$ cat config.mk
export PLATFORM = sky130hd
export DESIGN_NAME = prt_queue
export DESIGN_NICKNAME = d
export VERILOG_FILES = /design/src/prt_pkg.sv /design/src/prt_queue.sv
export SDC_FILE = /design/constraint.sdc
export NUM_CORES = 1
export LEC_CHECK = 0
export BUFFER_PORTS_ARGS = -buffer_cell sky130_fd_sc_hd__buf_2
export CORE_ASPECT_RATIO = 0.8
export CORE_MARGIN = 2
export CORE_UTILIZATION = 57
export CTS_CLUSTER_DIAMETER = 200
export DETAILED_ROUTE_END_ITERATION = 8
export PLACE_DENSITY = 0.84
export SLEW_MARGIN = 20
export SYNTH_ARGS = -nofsm -noshare
export SYNTH_HDL_FRONTEND = slang
export SYNTH_SLANG_ARGS = --single-unit
$ cat constraint.sdc
create_clock -name i_clk -period 3.5 [get_ports i_clk]
set_clock_uncertainty 0.2 [all_clocks]
set_input_delay 0.525 -clock i_clk [delete_from_list [all_inputs] [get_ports i_clk]]
set_output_delay 0.525 -clock i_clk [all_outputs]
set_load 0.02 [all_outputs]
$ cat src/prt_pkg.sv
// Shared types and constants for the proportional text renderer.
// Holds the item modes, the command passed from front to back and the FSM encodings.
// Depends on nothing; the front end, queue, back end and top level use it.
package prt_pkg;

    localparam int SCREEN_COLS_DEF = 240;
    localparam int SCREEN_ROWS_DEF = 160;
    localparam int GLYPH_ROWS_DEF  = 8;
    localparam int GLYPH_COUNT_DEF = 96;

    localparam int MAX_GLYPH_ROWS = 8;
    localparam int QUEUE_DEPTH    = 4;

    localparam logic [7:0]  CHAR_ESC     = 8'h1B;
    localparam logic [7:0]  CHAR_NL      = 8'h0A;
    localparam logic [7:0]  CHAR_LBRACK  = 8'h5B;
    localparam logic [7:0]  CHAR_RBRACK  = 8'h5D;
    localparam logic [7:0]  CHAR_ZERO    = 8'h30;
    localparam logic [7:0]  CHAR_X       = 8'h78;
    localparam logic [7:0]  CHAR_FIRST   = 8'h20;
    localparam logic [7:0]  CHAR_LAST    = 8'h7F;
    localparam logic [14:0] COLOR_MASK   = 15'h7FFF;

    typedef enum logic [1:0] {
        MODE_LOAD_ROW   = 2'd0,
        MODE_LOAD_WIDTH = 2'd1,
        MODE_START      = 2'd2,
        MODE_CHAR       = 2'd3
    } t_mode;

    typedef enum logic [1:0] {
        OP_LOAD  = 2'd0,
        OP_DRAW  = 2'd1,
        OP_ABORT = 2'd2
    } t_op;

    typedef struct packed {
        t_op         op;
        logic [6:0]  glyph;
        logic [2:0]  row;
        logic [7:0]  bits;
        logic [3:0]  width;
        logic [15:0] base;
        logic [14:0] color;
    } t_cmd;

    typedef enum logic [1:0] {
        F_IDLE = 2'b01,
        F_DRAW = 2'b10
    } t_fstate;

    typedef enum logic [3:0] {
        B_IDLE  = 4'b0001,
        B_FETCH = 4'b0010,
        B_EMIT  = 4'b0100,
        B_ABORT = 4'b1000
    } t_bstate;

    typedef enum logic [4:0] {
        ESC_NONE    = 5'b00001,
        ESC_BRACKET = 5'b00010,
        ESC_ZERO    = 5'b00100,
        ESC_X       = 5'b01000,
        ESC_HEX     = 5'b10000
    } t_esc;

endpackage

$ cat src/prt_queue.sv
// Short command queue between the front and back ends of the text renderer.
// Holds prt_pkg::t_cmd entries in arrival order; depends on prt_pkg.
module prt_queue (
    input  logic          i_clk,
    input  logic          i_rst_n,
    input  logic          i_push,
    input  prt_pkg::t_cmd i_cmd,
    output logic          o_full,
    input  logic          i_pop,
    output logic          o_empty,
    output prt_pkg::t_cmd o_head
);

    localparam int PTR_W = $clog2(prt_pkg::QUEUE_DEPTH);
    localparam int CNT_W = $clog2(prt_pkg::QUEUE_DEPTH + 1);

    prt_pkg::t_cmd    r_mem [prt_pkg::QUEUE_DEPTH];
    logic [PTR_W-1:0] r_wp, r_rp;
    logic [CNT_W-1:0] r_count;
    logic             do_push, do_pop;

    assign o_full  = (r_count == CNT_W'(prt_pkg::QUEUE_DEPTH));
    assign o_empty = (r_count == '0);
    assign o_head  = r_mem[r_rp];
    assign do_push = i_push && !o_full;
    assign do_pop  = i_pop && !o_empty;

    always_ff @(posedge i_clk) begin
        if (do_push) begin
            r_mem[r_wp] <= i_cmd;
        end
    end

    always_ff @(posedge i_clk) begin
        if (!i_rst_n) begin
            r_wp    <= '0;
            r_rp    <= '0;
            r_count <= '0;
        end else begin
            if (do_push) begin
                r_wp <= r_wp + PTR_W'(1);
            end
            if (do_pop) begin
                r_rp <= r_rp + PTR_W'(1);
            end
            if (do_push && !do_pop) begin
                r_count <= r_count + CNT_W'(1);
            end else if (do_pop && !do_push) begin
                r_count <= r_count - CNT_W'(1);
            end
        end
    end

endmodule

# Word-level counts from Yosys, hierarchy flattened
# Memories as Yosys holds them, arrays and structs flattened. A register that Yosys moved wholly into a read port is not among the register bits.
# Index checks and enable logic that the tools add are counted.
# op_classes
addsub	4
eq_ne	1
muxes	6
n_reduce_logical	10
# op_table
cell	n
3-bit two-way mux	2
2-bit by 1-bit adder with 2-bit output, second input constant	2
1-bit logical AND	4
1-bit zero test	4
2-bit two-way mux	2
3-bit by 1-bit adder with 3-bit output, second input constant	1
3-bit equality test, second input constant	1
3-bit zero test	1
3-bit by 1-bit subtractor with 3-bit output, second input constant	1
1-bit two-way mux	2
2-bit nonzero test	1
# totals
ff_bits	7
mem_bits_rw	220
in_bits	59
output_inout_bits	57
wordCells	25
mem_count	1
# mem_list
name	words	word_bits	rd	rd_clocked_by_memory_dff	wr	line	text
r_mem	4	55	1	1	1	prt_queue.sv:17	prt_pkg::t_cmd r_mem [prt_pkg::QUEUE_DEPTH];

# Longest topological paths before layout
# logic_depth
ltp_word	7
ltp_mapped	9
depth_no_buf	8

# Worst setup path before layout
# No wires, ideal clock.
# synth_timing
path_kind	reg2reg
start	register r_count[0]
end	memory r_mem[0][0] in the netlist's numbering, enable pin
setup_ns	0.419
arrival_ns	2.183
t_required_ns	2.881
slack_ns	0.698
stages_incl_launch_ff	5
n_path_buf	1
synth_period_minus_slack_ns	2.802
cell_sequence	dfxtp_1 -> nor3b_2 -> nor2b_1 -> buf_2 -> and2_1
# synth_between
elab_chain_len	5
# synth_lines
item	line	text
from (decl)	prt_queue.sv:19	logic [CNT_W-1:0] r_count;
from (signal assigned)	prt_queue.sv:47	r_count <= r_count + CNT_W'(1);
from (signal assigned)	prt_queue.sv:49	r_count <= r_count - CNT_W'(1);
3-bit equality test	prt_queue.sv:22	assign o_full = (r_count == CNT_W'(prt_pkg::QUEUE_DEPTH));
named net o_full	prt_queue.sv:8	output logic o_full,
1-bit zero test	prt_queue.sv:25	assign do_push = i_push && !o_full;
1-bit logical AND	prt_queue.sv:25	
named net do_push	prt_queue.sv:20	logic do_push, do_pop;
1-bit two-way mux	prt_queue.sv:29	if (do_push) begin
1-bit two-way mux (implied by the code)	prt_queue.sv:30	r_mem[r_wp] <= i_cmd;
to (decl)	prt_queue.sv:17	
# The timed path passes the listed nets, and every way through them passes these cells.

==> results.cfg <==
[status]
status = complete, no violations

[finish]
drive_above_1_share_pct = 44.3
area_growth_pct = 16.9
fin_nets = 534

[global_route]
grt.total_usage_pct = 18.8
busiest_layer = met2
grt_start_max_net_pins = 56
use_met2_pct = 29.4
grtUsageMet3_pct = 6.31
overflow = 0
grt_pass1_vias = 3992
grt_pass1_wl_microns = 22600
antenna_found_initial = 3
grtUsageMet1_pct = 26.7

[pwr]
ir_drop_mv = 0.538
p_comb_share_pct = 25.6
p_sw_share_pct = 28.3
power_frac_seq_pct = 46.3
p_leak_uw = 0.00334
power.internal_uw = 5330
p_per_area_nw_per_um2 = 751
p_switching_uw = 2100
fin_total_pwr_uw = 7430
pwr-share-clk_pct = 28.1

[sta]
fin_crit_sh_pct = 82.0
grt_setup_unrepaired = no
fin_crit_ps = 2870
hold_slack_ps = 40.4
setup_tns_ps = 0
finalHoldViolCount = 0
worst_slack_ps = 630
max_slew.worst_pin.slew_ps = 680
max_freq_ghz = 0.348
slew_headroom_pct = 54.7
finalSetupViolCount = 0
drv_slew = 0

[critical_path]
critPathLaunchType = flip-flop
worst_ep_arrival_time_ps = 2140
crit_required_ps = 2770
path_class = reg -> out
critPathMaxFanout = 33
r2r_start = r_count[0]
endpoint_kind = output pin

[synthesis]
ys_ff_latch = 229
yosysWarnings = 0
ys_seq_area_share_pct = 80.1
avgSynthCellArea_sq_um = 25.3
synthCells = 335
syn_nets = 400
netlist_area_sq_um = 8470
synth.distinct_cells = 24

[die]
coreArea_sq_um = 14400
die_area_sq_um = 15900
die_h_microns = 113
core.rowCount = 39
start_util_pct = 58.8
die_w_microns = 140
io_pins = 116

[drt]
dr.pass1.iters = 4
drt-wirelength-per-cell_microns = 21.7
vias = 3790
drt_wl_total_microns = 14500
first_iter_violations = 280
viasPerCell = 5.67
remaining_drc_errors = 0
ant_nets = 0

[cts]
cts.path.max_buffers = 3
clock_latency_ps = 490
ctsHtreeMaxLevel = 1
numCtsBuffers = 21
cts-root-buf = clkbuf_16
cts-resized-gates = 0
cts_hold_buf = 0
clkTransAtPathRegs_ps = 60
cts_setup_buffers = 0
tritoncts = yes
cts_sinks = 229

[placed_design]
post-dp-hpwl_microns = 9060
portBuffers = 115
pre_cts_slack_ps = 863
gp_congestion = 0.720

[min_path]
hp-start = i_cmd[28]
min_path_type = in -> reg

[job]
drv_cap = 0
==> power by group through the flow <==
stage	Sequential, uW	Clock (uW)	Combinational, uW
floorplan	3460	0	1470
global placement	3480	0	1910
detailed placement	3500	0	1940
CTS	3450	2130	1950
global route	3470	2230	2040
finish	3440	2090	1910
==> cells in the mapped netlist <==
| cell | instances | area share (%) |
|---|---|---|
| clkbuf_1 | 1 | 0.044 |
| mux2i_1 | 3 | 0.35 |
| nand2_1 | 4 | 0.18 |
| mux4_2 | 55 | 15 |
| dfxtp_1 | 9 | 2.1 |
| nor2b_1 | 2 | 0.15 |
| fa_1 | 1 | 0.24 |
| or3_1 | 1 | 0.074 |
| buf_6 | 1 | 0.13 |
| xor2_1 | 1 | 0.10 |
| edfxtp_1 | 220 | 78 |
| buf_2 | 6 | 0.35 |
| o21ai_0 | 1 | 0.059 |
| o311ai_1 | 1 | 0.10 |
| inv_1 | 3 | 0.13 |
| and2_1 | 8 | 0.59 |
| clkbuf_2 | 1 | 0.059 |
| nor3b_2 | 1 | 0.15 |
| buf_12 | 5 | 1.2 |
| o31ai_2 | 1 | 0.15 |
| xnor2_1 | 3 | 0.31 |
| a21boi_0 | 1 | 0.089 |
| ha_1 | 5 | 0.74 |
| nor3_1 | 1 | 0.059 |
==> worst max-delay path, stage by stage (launching register included) <==
cell and delay (ps):
dfxtp_2 760, buf_12 310, mux4_2 370, buf_2 180
==> metrics by stage <==
stage | std cells | instance area, sq um | util [%]
finish | 668 | 9900 | 68.8
global route | 667 | 9890 | 68.7
CTS | 667 | 9890 | 68.7
detailed placement | 630 | 9270 | 64.4
global placement | 630 | 9270 | 64.4
floorplan | 335 | 8470 | -
==> per-layer routing <==
layer / vias to the layer above / part of all wire [%]
met5: - / 0.14
met4: 4 / 1.7
met3: 22 / 8.1
met2: 132 / 48
met1: 1954 / 42
li1: 1678 / -
==> cells in the final DEF (no fill, tap or decap), types with 2 or more instances in the layout <==
master,Yosys,routed
nor2b_1,2,2
nand2_1,4,4
buf_2,6,115
and2_1,8,4
clkinv_1,0,2
and2_2,0,4
clkbuf_1,1,9
mux4_2,55,55
clkbuf_16,0,21
xnor2_1,3,3
inv_1,3,3
edfxtp_1,220,220
clkbuf_8,0,3
dfxtp_1,9,7
buf_4,0,5
buf_12,5,5
ha_1,5,5
mux2i_1,3,3
==> registers in the layout (all words and copies together), names as in the netlist, named ones only <==
name     flops
r_count      3
r_mem      220
r_rp         2
r_wp         2
==> worst paths after layout <==
| kind | end | slack [ps] | cells past startpoint |
|---|---|---|---|
| worst max-delay path | o_head[30] | 630 | 3 |
| worst max register to register | r_count[2] | 890 | 8 |
| worst min register to register | r_wp[1] | 310 | 2 |
| worst min-delay path | r_mem[3][28] | 40 | 1 |
==> cells by family (layout without fill, tap and decap cells) <==
logic type	after synthesis	after routing	share of synthesized area (%)
compound gates	4	4	0.399
xor+xnor	4	4	0.414
fa+ha+maj	6	6	0.975
buf+inv	17	165	1.91
flops	229	229	80.1
mux	58	58	15.0
other cells	0	1	0
simple gates	17	17	1.20
==> area by class of cell <==
| cell class | count | area, sq um |
|---|---|---|
| multi-input cells | 89 | 1530 |
| clock inverters | 4 | 21.3 |
| clock buffers | 33 | 601 |
| well taps | 184 | 230 |
| inverters | 3 | 11.3 |
| flip-flops and latches | 229 | 6790 |
| repair buffers | 125 | 713 |
| fillers | 855 | 4500 |
| diodes | 1 | 2.50 |
No activity file was read; power rests on OpenSTA's default activity.
