==> config.mk <==
export PLATFORM = sky130hd
export DESIGN_NAME = prt_front
export DESIGN_NICKNAME = d
export VERILOG_FILES = /design/src/prt_pkg.sv /design/src/prt_front.sv
export SDC_FILE = /design/constraint.sdc
export NUM_CORES = 1
export LEC_CHECK = 0
export BUFFER_PORTS_ARGS = -buffer_cell sky130_fd_sc_hd__buf_2
export CORE_MARGIN = 8
export CORE_UTILIZATION = 45
export CTS_CLUSTER_DIAMETER = 120
export DETAILED_ROUTE_END_ITERATION = 10
export MAX_ROUTING_LAYER = met4
export PLACE_DENSITY_LB_ADDON = 0.05
export SLEW_MARGIN = 40
export SYNTH_ARGS = -nofsm -noshare
export SYNTH_HDL_FRONTEND = slang
export SYNTH_SLANG_ARGS = --single-unit
==> constraint.sdc <==
create_clock -name i_clk -period 3.85 [get_ports i_clk]
set_clock_uncertainty 0.1 [all_clocks]
set_input_delay 0.385 -clock i_clk [delete_from_list [all_inputs] [get_ports i_clk]]
set_output_delay 0.385 -clock i_clk [all_outputs]
set_load 0.05 [all_outputs]
==> src/prt_pkg.sv <==
// Shared types and constants for the proportional text renderer.
// Holds the item modes, the command passed from front to back and the FSM encodings.
// Depends on nothing; the front end, queue, back end and top level use it.
package prt_pkg;

    localparam int SCREEN_COLS_DEF = 240;
    localparam int SCREEN_ROWS_DEF = 160;
    localparam int GLYPH_ROWS_DEF  = 8;
    localparam int GLYPH_COUNT_DEF = 96;

    localparam int MAX_GLYPH_ROWS = 8;
    localparam int QUEUE_DEPTH    = 4;

    localparam logic [7:0]  CHAR_ESC     = 8'h1B;
    localparam logic [7:0]  CHAR_NL      = 8'h0A;
    localparam logic [7:0]  CHAR_LBRACK  = 8'h5B;
    localparam logic [7:0]  CHAR_RBRACK  = 8'h5D;
    localparam logic [7:0]  CHAR_ZERO    = 8'h30;
    localparam logic [7:0]  CHAR_X       = 8'h78;
    localparam logic [7:0]  CHAR_FIRST   = 8'h20;
    localparam logic [7:0]  CHAR_LAST    = 8'h7F;
    localparam logic [14:0] COLOR_MASK   = 15'h7FFF;

    typedef enum logic [1:0] {
        MODE_LOAD_ROW   = 2'd0,
        MODE_LOAD_WIDTH = 2'd1,
        MODE_START      = 2'd2,
        MODE_CHAR       = 2'd3
    } t_mode;

    typedef enum logic [1:0] {
        OP_LOAD  = 2'd0,
        OP_DRAW  = 2'd1,
        OP_ABORT = 2'd2
    } t_op;

    typedef struct packed {
        t_op         op;
        logic [6:0]  glyph;
        logic [2:0]  row;
        logic [7:0]  bits;
        logic [3:0]  width;
        logic [15:0] base;
        logic [14:0] color;
    } t_cmd;

    typedef enum logic [1:0] {
        F_IDLE = 2'b01,
        F_DRAW = 2'b10
    } t_fstate;

    typedef enum logic [3:0] {
        B_IDLE  = 4'b0001,
        B_FETCH = 4'b0010,
        B_EMIT  = 4'b0100,
        B_ABORT = 4'b1000
    } t_bstate;

    typedef enum logic [4:0] {
        ESC_NONE    = 5'b00001,
        ESC_BRACKET = 5'b00010,
        ESC_ZERO    = 5'b00100,
        ESC_X       = 5'b01000,
        ESC_HEX     = 5'b10000
    } t_esc;

endpackage

==> src/prt_front.sv <==
// Front end of the text renderer: takes input items, keeps cursor, colour and escape state.
// Owns the glyph width store and issues load, draw and abort commands to the queue.
// Depends on prt_pkg.
module prt_front #(
    parameter int SCREEN_COLS = prt_pkg::SCREEN_COLS_DEF,
    parameter int SCREEN_ROWS = prt_pkg::SCREEN_ROWS_DEF,
    parameter int GLYPH_ROWS  = prt_pkg::GLYPH_ROWS_DEF,
    parameter int GLYPH_COUNT = prt_pkg::GLYPH_COUNT_DEF
) (
    input  logic              i_clk,
    input  logic              i_rst_n,
    input  logic              i_in_valid,
    output logic              o_in_ready,
    input  logic [1:0]        i_mode,
    input  logic [6:0]        i_glyph_index,
    input  logic [2:0]        i_row_index,
    input  logic [7:0]        i_row_bits,
    input  logic [3:0]        i_glyph_width,
    input  logic [7:0]        i_start_x,
    input  logic [7:0]        i_start_y,
    input  logic [14:0]       i_start_color,
    input  logic [7:0]        i_char_code,
    input  logic              i_q_full,
    output logic              o_push,
    output prt_pkg::t_cmd     o_cmd
);

    localparam int COL_W = $clog2(SCREEN_COLS + 272);
    localparam int ROW_W = $clog2(SCREEN_ROWS + 264);
    localparam int GI_W  = (GLYPH_COUNT > 1) ? $clog2(GLYPH_COUNT) : 1;
    localparam logic [15:0]    COLS16 = 16'(SCREEN_COLS);
    localparam logic [15:0]    LINE16 = 16'(GLYPH_ROWS * SCREEN_COLS);
    localparam logic [COL_W:0] COLS_X = (COL_W + 1)'(SCREEN_COLS);
    localparam logic [ROW_W:0] ROWS_X = (ROW_W + 1)'(SCREEN_ROWS);
    localparam logic [ROW_W:0] GR_X   = (ROW_W + 1)'(GLYPH_ROWS);

    function automatic logic [4:0] hex_val(input logic [7:0] c);
        logic [4:0] r;
        r = 5'd0;
        if (c >= 8'h30 && c <= 8'h39) begin
            r = {1'b1, 4'(c - 8'h30)};
        end else if (c >= 8'h61 && c <= 8'h66) begin
            r = {1'b1, 4'(c - 8'h57)};
        end else if (c >= 8'h41 && c <= 8'h46) begin
            r = {1'b1, 4'(c - 8'h37)};
        end
        return r;
    endfunction

    prt_pkg::t_fstate r_state, n_state;
    prt_pkg::t_esc    r_esc, n_esc;
    logic [COL_W-1:0] r_col, n_col;
    logic [ROW_W-1:0] r_row, n_row;
    logic [7:0]       r_line_col, n_line_col;
    logic [15:0]      r_row_addr, n_row_addr;
    logic [14:0]      r_color, n_color;
    logic [15:0]      r_hex, n_hex;
    logic [2:0]       r_hex_cnt, n_hex_cnt;
    logic             r_halted, n_halted;
    logic [6:0]       r_glyph, n_glyph;
    logic [3:0]       r_wmem [GLYPH_COUNT];
    logic [3:0]       r_wdata;

    logic             accept;
    logic [7:0]       glyph_code;
    logic             printable;
    logic [4:0]       hv;
    logic [ROW_W:0]   row_next;
    logic             nl_off;
    logic             start_off;
    logic             wrap;

    assign o_in_ready = (r_state == prt_pkg::F_IDLE) && !i_q_full;
    assign accept     = i_in_valid && o_in_ready;
    assign glyph_code = i_char_code - prt_pkg::CHAR_FIRST;
    assign printable  = (i_char_code >= prt_pkg::CHAR_FIRST) && (i_char_code <= prt_pkg::CHAR_LAST)
                        && (32'(glyph_code) < GLYPH_COUNT);
    assign hv         = hex_val(i_char_code);
    assign row_next   = {1'b0, r_row} + GR_X;
    assign nl_off     = (row_next + GR_X) > ROWS_X;
    assign start_off  = ((ROW_W + 1)'(i_start_y) + GR_X) > ROWS_X;
    assign wrap       = ({1'b0, r_col} + (COL_W + 1)'(r_wdata)) > COLS_X;

    always_ff @(posedge i_clk) begin
        if (accept && i_mode == prt_pkg::MODE_LOAD_WIDTH && 32'(i_glyph_index) < GLYPH_COUNT) begin
            r_wmem[GI_W'(i_glyph_index)] <= i_glyph_width;
        end
        if (accept && i_mode == prt_pkg::MODE_CHAR && printable) begin
            r_wdata <= r_wmem[GI_W'(glyph_code)];
        end
    end

    always_comb begin
        n_state    = r_state;
        n_esc      = r_esc;
        n_col      = r_col;
        n_row      = r_row;
        n_line_col = r_line_col;
        n_row_addr = r_row_addr;
        n_color    = r_color;
        n_hex      = r_hex;
        n_hex_cnt  = r_hex_cnt;
        n_halted   = r_halted;
        n_glyph    = r_glyph;
        o_push     = 1'b0;
        o_cmd.op    = prt_pkg::OP_ABORT;
        o_cmd.glyph = i_glyph_index;
        o_cmd.row   = i_row_index;
        o_cmd.bits  = i_row_bits;
        o_cmd.width = r_wdata;
        o_cmd.base  = r_row_addr + 16'(r_col);
        o_cmd.color = r_color;

        unique case (r_state)
            prt_pkg::F_IDLE: begin
                if (accept) begin
                    unique case (prt_pkg::t_mode'(i_mode))
                        prt_pkg::MODE_LOAD_ROW: begin
                            if (32'(i_glyph_index) < GLYPH_COUNT
                                    && 32'(i_row_index) < GLYPH_ROWS) begin
                                o_push   = 1'b1;
                                o_cmd.op = prt_pkg::OP_LOAD;
                            end
                        end
                        prt_pkg::MODE_LOAD_WIDTH: begin
                        end
                        prt_pkg::MODE_START: begin
                            n_line_col = i_start_x;
                            n_col      = COL_W'(i_start_x);
                            n_row      = ROW_W'(i_start_y);
                            n_row_addr = 16'(i_start_y * COLS16);
                            n_color    = i_start_color & prt_pkg::COLOR_MASK;
                            n_esc      = prt_pkg::ESC_NONE;
                            n_hex      = '0;
                            n_hex_cnt  = '0;
                            n_halted   = start_off;
                            o_push     = start_off;
                        end
                        prt_pkg::MODE_CHAR: begin
                            if (!r_halted) begin
                                if (r_esc != prt_pkg::ESC_NONE) begin
                                    unique case (r_esc)
                                        prt_pkg::ESC_BRACKET: begin
                                            o_push = (i_char_code != prt_pkg::CHAR_LBRACK);
                                            n_esc  = prt_pkg::ESC_ZERO;
                                        end
                                        prt_pkg::ESC_ZERO: begin
                                            o_push = (i_char_code != prt_pkg::CHAR_ZERO);
                                            n_esc  = prt_pkg::ESC_X;
                                        end
                                        prt_pkg::ESC_X: begin
                                            o_push = (i_char_code != prt_pkg::CHAR_X);
                                            n_esc  = prt_pkg::ESC_HEX;
                                        end
                                        default: begin
                                            if (i_char_code == prt_pkg::CHAR_RBRACK) begin
                                                if (r_hex_cnt == 3'd0) begin
                                                    o_push = 1'b1;
                                                end else begin
                                                    n_color = r_hex[14:0];
                                                    n_esc   = prt_pkg::ESC_NONE;
                                                end
                                            end else if (!hv[4] || r_hex_cnt >= 3'd4) begin
                                                o_push = 1'b1;
                                            end else begin
                                                n_hex     = {r_hex[11:0], hv[3:0]};
                                                n_hex_cnt = r_hex_cnt + 3'd1;
                                            end
                                        end
                                    endcase
                                    if (o_push) begin
                                        n_halted = 1'b1;
                                        n_esc    = prt_pkg::ESC_NONE;
                                    end
                                end else if (i_char_code == prt_pkg::CHAR_NL) begin
                                    n_row      = ROW_W'(row_next);
                                    n_col      = COL_W'(r_line_col);
                                    n_row_addr = r_row_addr + LINE16;
                                    o_push     = nl_off;
                                    n_halted   = nl_off;
                                end else if (i_char_code == prt_pkg::CHAR_ESC) begin
                                    n_esc     = prt_pkg::ESC_BRACKET;
                                    n_hex     = '0;
                                    n_hex_cnt = '0;
                                end else if (printable) begin
                                    n_glyph = 7'(glyph_code);
                                    n_state = prt_pkg::F_DRAW;
                                end
                            end
                        end
                        default: begin
                        end
                    endcase
                end
            end
            prt_pkg::F_DRAW: begin
                n_state = prt_pkg::F_IDLE;
                o_push  = 1'b1;
                if (wrap) begin
                    n_row      = ROW_W'(row_next);
                    n_row_addr = r_row_addr + LINE16;
                    if (nl_off) begin
                        n_halted = 1'b1;
                        n_col    = COL_W'(r_line_col);
                    end else begin
                        o_cmd.op    = prt_pkg::OP_DRAW;
                        o_cmd.base  = r_row_addr + LINE16 + 16'(r_line_col);
                        n_col       = COL_W'(r_line_col) + COL_W'(r_wdata);
                    end
                end else begin
                    o_cmd.op = prt_pkg::OP_DRAW;
                    n_col    = r_col + COL_W'(r_wdata);
                end
                o_cmd.glyph = r_glyph;
            end
            default: begin
                n_state = prt_pkg::F_IDLE;
            end
        endcase
    end

    always_ff @(posedge i_clk) begin
        if (!i_rst_n) begin
            r_state    <= prt_pkg::F_IDLE;
            r_esc      <= prt_pkg::ESC_NONE;
            r_col      <= '0;
            r_row      <= '0;
            r_line_col <= '0;
            r_row_addr <= '0;
            r_color    <= '0;
            r_hex      <= '0;
            r_hex_cnt  <= '0;
            r_halted   <= 1'b1;
        end else begin
            r_state    <= n_state;
            r_esc      <= n_esc;
            r_col      <= n_col;
            r_row      <= n_row;
            r_line_col <= n_line_col;
            r_row_addr <= n_row_addr;
            r_color    <= n_color;
            r_hex      <= n_hex;
            r_hex_cnt  <= n_hex_cnt;
            r_halted   <= n_halted;
        end
    end

    always_ff @(posedge i_clk) begin
        r_glyph <= n_glyph;
    end

endmodule

Word-level counts from Yosys, hierarchy flattened

Memory sizes are Yosys's and may differ from the RTL's. A register that Yosys moved wholly into a read port is not among the register bits.
Cells that the tools add are included.

Output and inout port bits: 57
Register bits: 90
Bits of input ports: 67
Bits in latches: 0
Logic and storage cells: 200
Bits in writable memories: 384
Memories kept: 1
ROM bits: 0

Memory list:

| memory | words | bits a word | rd ports | clocked after memory_dff | write ports | RTL line        | source |
|---|---|---|---|---|---|---|---|
| r_wmem | 96    | 4           | 1        | 1                        | 1           | prt_front.sv:61 | `logic [3:0] r_wmem [GLYPH_COUNT];` |

Shifts and indexed selects: 0
Muxes and demuxes: 92
$lt $le $gt $ge: 14
Add/sub/neg operators: 14
Div/mod/pow operators: 0
Bitwise logic cells: 4
Reduce and logical (&&, ||, !) cells: 29
Equal/unequal tests: 34
$mul: 1

Operators by type and width:

| operator                 | number |
|---|---|
| $mux W15                 | 12 |
| $mux W16                 | 8 |
| $mux W9                  | 11 |
| $pmux W9 S2              | 4 |
| $pmux W16 S2             | 2 |
| $pmux W15 S2             | 2 |
| $mux W5                  | 10 |
| $le A8 B7 Y1 const B     | 3 |
| $reduce_and A8 Y1        | 3 |
| $mux W1                  | 21 |
| $mux W3                  | 7 |
| $gt A10 B8 Y1 const B    | 2 |
| $ne A3 B3 Y1 const B     | 6 |
| $add A16 B11 Y16 const B | 1 |
| $add A16 B8 Y16          | 1 |
| $add A16 B9 Y16          | 1 |
| $ge A8 B6 Y1 const B     | 2 |
| $ge A8 B7 Y1 const B     | 2 |
| $ne A8 B7 Y1 const B     | 2 |
| $pmux W5 S3              | 1 |
| $reduce_and A7 Y1        | 2 |
| $mul A8 B4 Y12 const B   | 1 |
| $ne A2 B2 Y1 const B     | 6 |
| $logic_and A1 B1 Y1      | 11 |
| other kinds (49)         | 67 |

Depth between registers and ports, before layout

Word-level depth: 21
Gate-level depth with buffers: 14

Least setup slack after synthesis

Ideal clock, no wire load.

Kind: register -> output
Start point: register r_wdata[0] (read register of r_wmem)
End point: output port o_cmd[20] (netlist bit)
Buffers on the path: 2
Slack: -0.556 ns
Stages on the path, launching flop included: 13
Arrival time: 3.921 ns
Cell sequence: edfxtp_1 > ha_1 > inv_1 > fa_1 > nand2b_1 > a21o_1 > mux2i_1 > o2111ai_1 > o21ai_1 > nand3_2 > buf_6 > buf_6 > o21ai_0

RTL lines:

| element            | RTL line        | source |
|---|---|---|
| start: declaration | prt_front.sv:62 | `logic [3:0] r_wdata;` |
| end: declaration   | prt_front.sv:25 | `output prt_pkg::t_cmd o_cmd` |

==> run metrics <==
status=finished, violations left; failing checks=negative setup slack; routed vias=13,470; clk slew on worst S/H paths=0.06 ns; Synth area leaders=edfxtp_1 54%, mux4_2 13%, dfxtp_1 7.1%; CP Depth=12; post-layout min period=between 3 and 4 ns; crit path launch type=register; port bufs=101; crit path max fanout=7; DRC=0; hold slack=0.02711 ns; cells along the critical path=ha_2 -> inv_2 -> fa_2 -> nand2b_4 -> a21o_1 -> mux2i_1 -> o2111ai_2 -> o31a_4 -> or3_4 -> a31oi_4 -> xnor2_2 -> buf_6; flop2flop setup slack=0.67 ns; Seq cells post-synth=roughly 470; Synth cell types=73; P_int=between 8 and 9 mW; Rel. slew slack=0.4403; CP required=around 3.4 ns; Syn Nets=1,682; die area=0.05635 mm^2; nets@finish=1,832; Arrival @ worst endpoint=about 3.5 ns; Buf+Inv Stages, Crit Path=2; clock share of power=0.429; RR Endpoint=r_wmem[40][3]; Root Buffer=clkbuf_16; Pwr per Cell Area=448.1 mW/mm^2; Post-synth ARST share=0; core box area=0.04865 mm^2; crit-path leading delay family=compound AO/OA/AOI/OAI gates; Site Rows=between 80 and 90; max-cap violations=0; first-pass GRT wire length=85,000 um; DRT Pass-1 Iters=5; CP Launch Point=r_wdata[0]; Die Span X=237.4 um; critical path's slowest cell=o31a_4; I/O pin cnt=124; hold path start=i_start_y[2]; worst setup path endpoint=o_cmd[25]; sequential power share=0.482; Yosys top cell by area=edfxtp_1; synthesized area=around 0.022 mm^2; Peak Freq=around 0.25 GHz; Layout area overhead=17.14%; VDD IR max=0.3553 mV; syn_area_per_cell=~14 um^2; drt first-iter violations=~1,100; CTS Sinks=around 470; initial antenna violation count=2; Sw Share=0.2335; Mapped Cells=1,547; RD Place Congestion=approximately 0.9; worst slack at placement=0.09460 ns; RSZ-0062 raised after global routing=yes; worst hold path type=in2reg; Overflow after GRT=0; Starting Density=0.4534; Clock Tree Buf Depth=3; Gate power share=0.089; drt wl/cell=23.48 um; Seq/Total Area, Yosys=0.6086; Finished Layout Cells=2,365; total track usage=0.2022; Synth top area share=0.5378; Pwr Total=11.58 mW; Total Routed Length=55,530 um; largest net degree at the start of global routing=105; Reg2Reg Launch Point=r_state[1]; Post-synth EDFFs=395; CP max stage delay=0.38 ns; post-route ant nets=0; share of layout cells above drive strength 1=0.2517; Detailed Place HPWL=36,660 um; final hold vios=0; endpoints failing setup=12; Clk Latency, worst-skew pair=around 0.6 ns; vias in the first global route=13,720; vias per std cell=5.695; Final Slew Violations=0; die height=237.4 um; CTS buffer count=between 50 and 60; top_reg_cell synth=edfxtp_1; crit path kind=reg2out; CTS H-tree lvls=2; leakage power=8.766 nW; placed cell count=2,228; switching power=2.703 mW; crit end category=primary output; Tightest Pin Transition=0.8395 ns; ratio of final minimum period to clock period=1.037; Ys Warns=0; reg2reg path depth=10; setup ws final=-0.1421 ns; TritonCTS clock tree=done
[worst register-to-register path, cell delays in order, from the launching register on]
cell and delay [ns]:
dfxtp_1 0.33, inv_1 0.06, ha_1 0.33, nor2b_1 0.25, nand2_1 0.18, a211oi_1 0.45, nand2_1 0.10, nor2_1 0.31
nand2_1 0.18, buf_4 0.25, nor2_1 0.34
[power by group through the flow]
| stage | clock, mW | combinational, mW | sequential (mW) |
|---|---|---|---|
| final | 4.97 | 1.03 | 5.58 |
| after global routing | 5.29 | 1.12 | 5.58 |
| after CTS | 5.09 | 1.04 | 5.58 |
| after detailed placement | 0 | 1.01 | 5.69 |
| after global placement | 0 | 0.996 | 5.69 |
| after floorplan | 0 | 0.664 | 5.70 |
[metrics by stage]
step / utilization / setup TNS [ns] / area, um^2
after global routing: 0.5310 / -2.460 / 25830
after detailed placement: 0.4819 / 0 / 23440
after floorplan: - / -1.085 / 22160
final: 0.5311 / -0.8708 / 25840
after global placement: 0.4816 / 0 / 23430
after CTS: 0.5273 / -1.617 / 25650
[layout by cell type (no fill, tap or decap), drive strengths merged, types with 6 or more instances in the layout]
cell         instances
edfxtp             395
nor2               178
buf                166
mux4               124
nand2              122
a21oi               81
dfxtp               78
clkbuf              64
ha                  53
nand3               43
inv                 41
o21ai               39
dlygate4sd3         24
clkinv              24
nor3                22
xor2                22
mux2i               21
xnor2               19
a311oi              16
fa                  15
nor2b               13
mux2                11
o211ai              10
nand2b              10
a21o                 9
a31oi                9
nand3b               8
a211oi               8
o21a                 7
o31ai                7
nand4                6
a22oi                6
bufinv               6
o22ai                6
[registers in the layout, indices dropped and copies added (netlist names)]
| register | cells |
|---|---|
| r_state | 2 |
| r_color | 15 |
| r_halted | 1 |
| r_row | 8 |
| r_line_col | 8 |
| r_wdata | 4 |
| r_hex | 15 |
| r_col | 9 |
| r_wmem | 384 |
| r_esc | 5 |
| r_glyph | 7 |
| r_row_addr | 12 |
| r_hex_cnt | 3 |
[Yosys cell counts (6+ instances only)]
| cell | n |
|---|---|
| buf_1 | 7 |
| nand4_1 | 6 |
| nand2_1 | 121 |
| buf_4 | 12 |
| o21ai_0 | 37 |
| mux4_2 | 124 |
| mux2i_1 | 21 |
| fa_1 | 15 |
| xnor2_1 | 18 |
| nor3_1 | 22 |
| nand3b_1 | 8 |
| a21oi_1 | 81 |
| edfxtp_1 | 395 |
| ha_1 | 53 |
| nor2_1 | 178 |
| nand2b_1 | 10 |
| a311oi_1 | 16 |
| nor2b_1 | 13 |
| a21o_1 | 9 |
| dfxtp_1 | 78 |
| buf_2 | 20 |
| clkbuf_1 | 51 |
| mux2_2 | 11 |
| a211oi_1 | 7 |
| o21a_1 | 7 |
| nand3_1 | 42 |
| inv_1 | 39 |
| o211ai_1 | 10 |
| a31oi_1 | 9 |
| a22oi_1 | 6 |
| o22ai_1 | 6 |
| xor2_1 | 22 |
[kinds of logic after synthesis]
logic type / count (synthesis) / synth area share
AO/OA/AOI/OAI: 234 / 0.07222
XOR/XNOR: 41 / 0.01662
adder cells (fa/ha/maj): 68 / 0.04368
buffers and inverters: 134 / 0.02700
flip-flops: 473 / 0.6086
multiplexers: 156 / 0.1418
AND/OR/NAND/NOR: 441 / 0.09009
[per-layer routing]
layer / global-route usage / wire, um / vias to the layer above
li1: - / - / 6241
met1: 0.2585 / 23900 / 6812
met2: 0.3329 / 27720 / 329
met3: 0.03208 / 2621 / 86
met4: 0.05973 / 1290 / 0
met5: - / 0 / -
[worst min-delay path by stage]
stage | end | slack [ns] | cells after the start
2_1_floorplan | r_row[2] | 0.33 | 2
3_3_place_gp | r_hex[11] | 0.34 | 2
3_5_place_dp | r_hex[11] | 0.35 | 2
4_1_cts | r_row[2] | 0.005 | 3
5_1_grt | r_row[2] | 0.04 | 3
6_report | r_row[2] | 0.03 | 3
[final cells by class]
class	count	area, um^2
tap	622	778.2
timing repair buffer	190	1393
fill	4091	22810
inverter	41	156.4
sequential	473	13430
clock inverter	32	359.1
multi-input combinational	940	8369
clock buffer	64	1346
antenna	3	7.507
[repair_timing]
action                                 CTS  global route
cloned                                   0             0
setup buffers                           10             4
endpoints found under the hold margin   24             0
hold buffers                            24             0
pin swaps                                7            10
resized for setup                       48            32
setup endpoints to repair               18            19
Power figures use the tool's default switching activity.
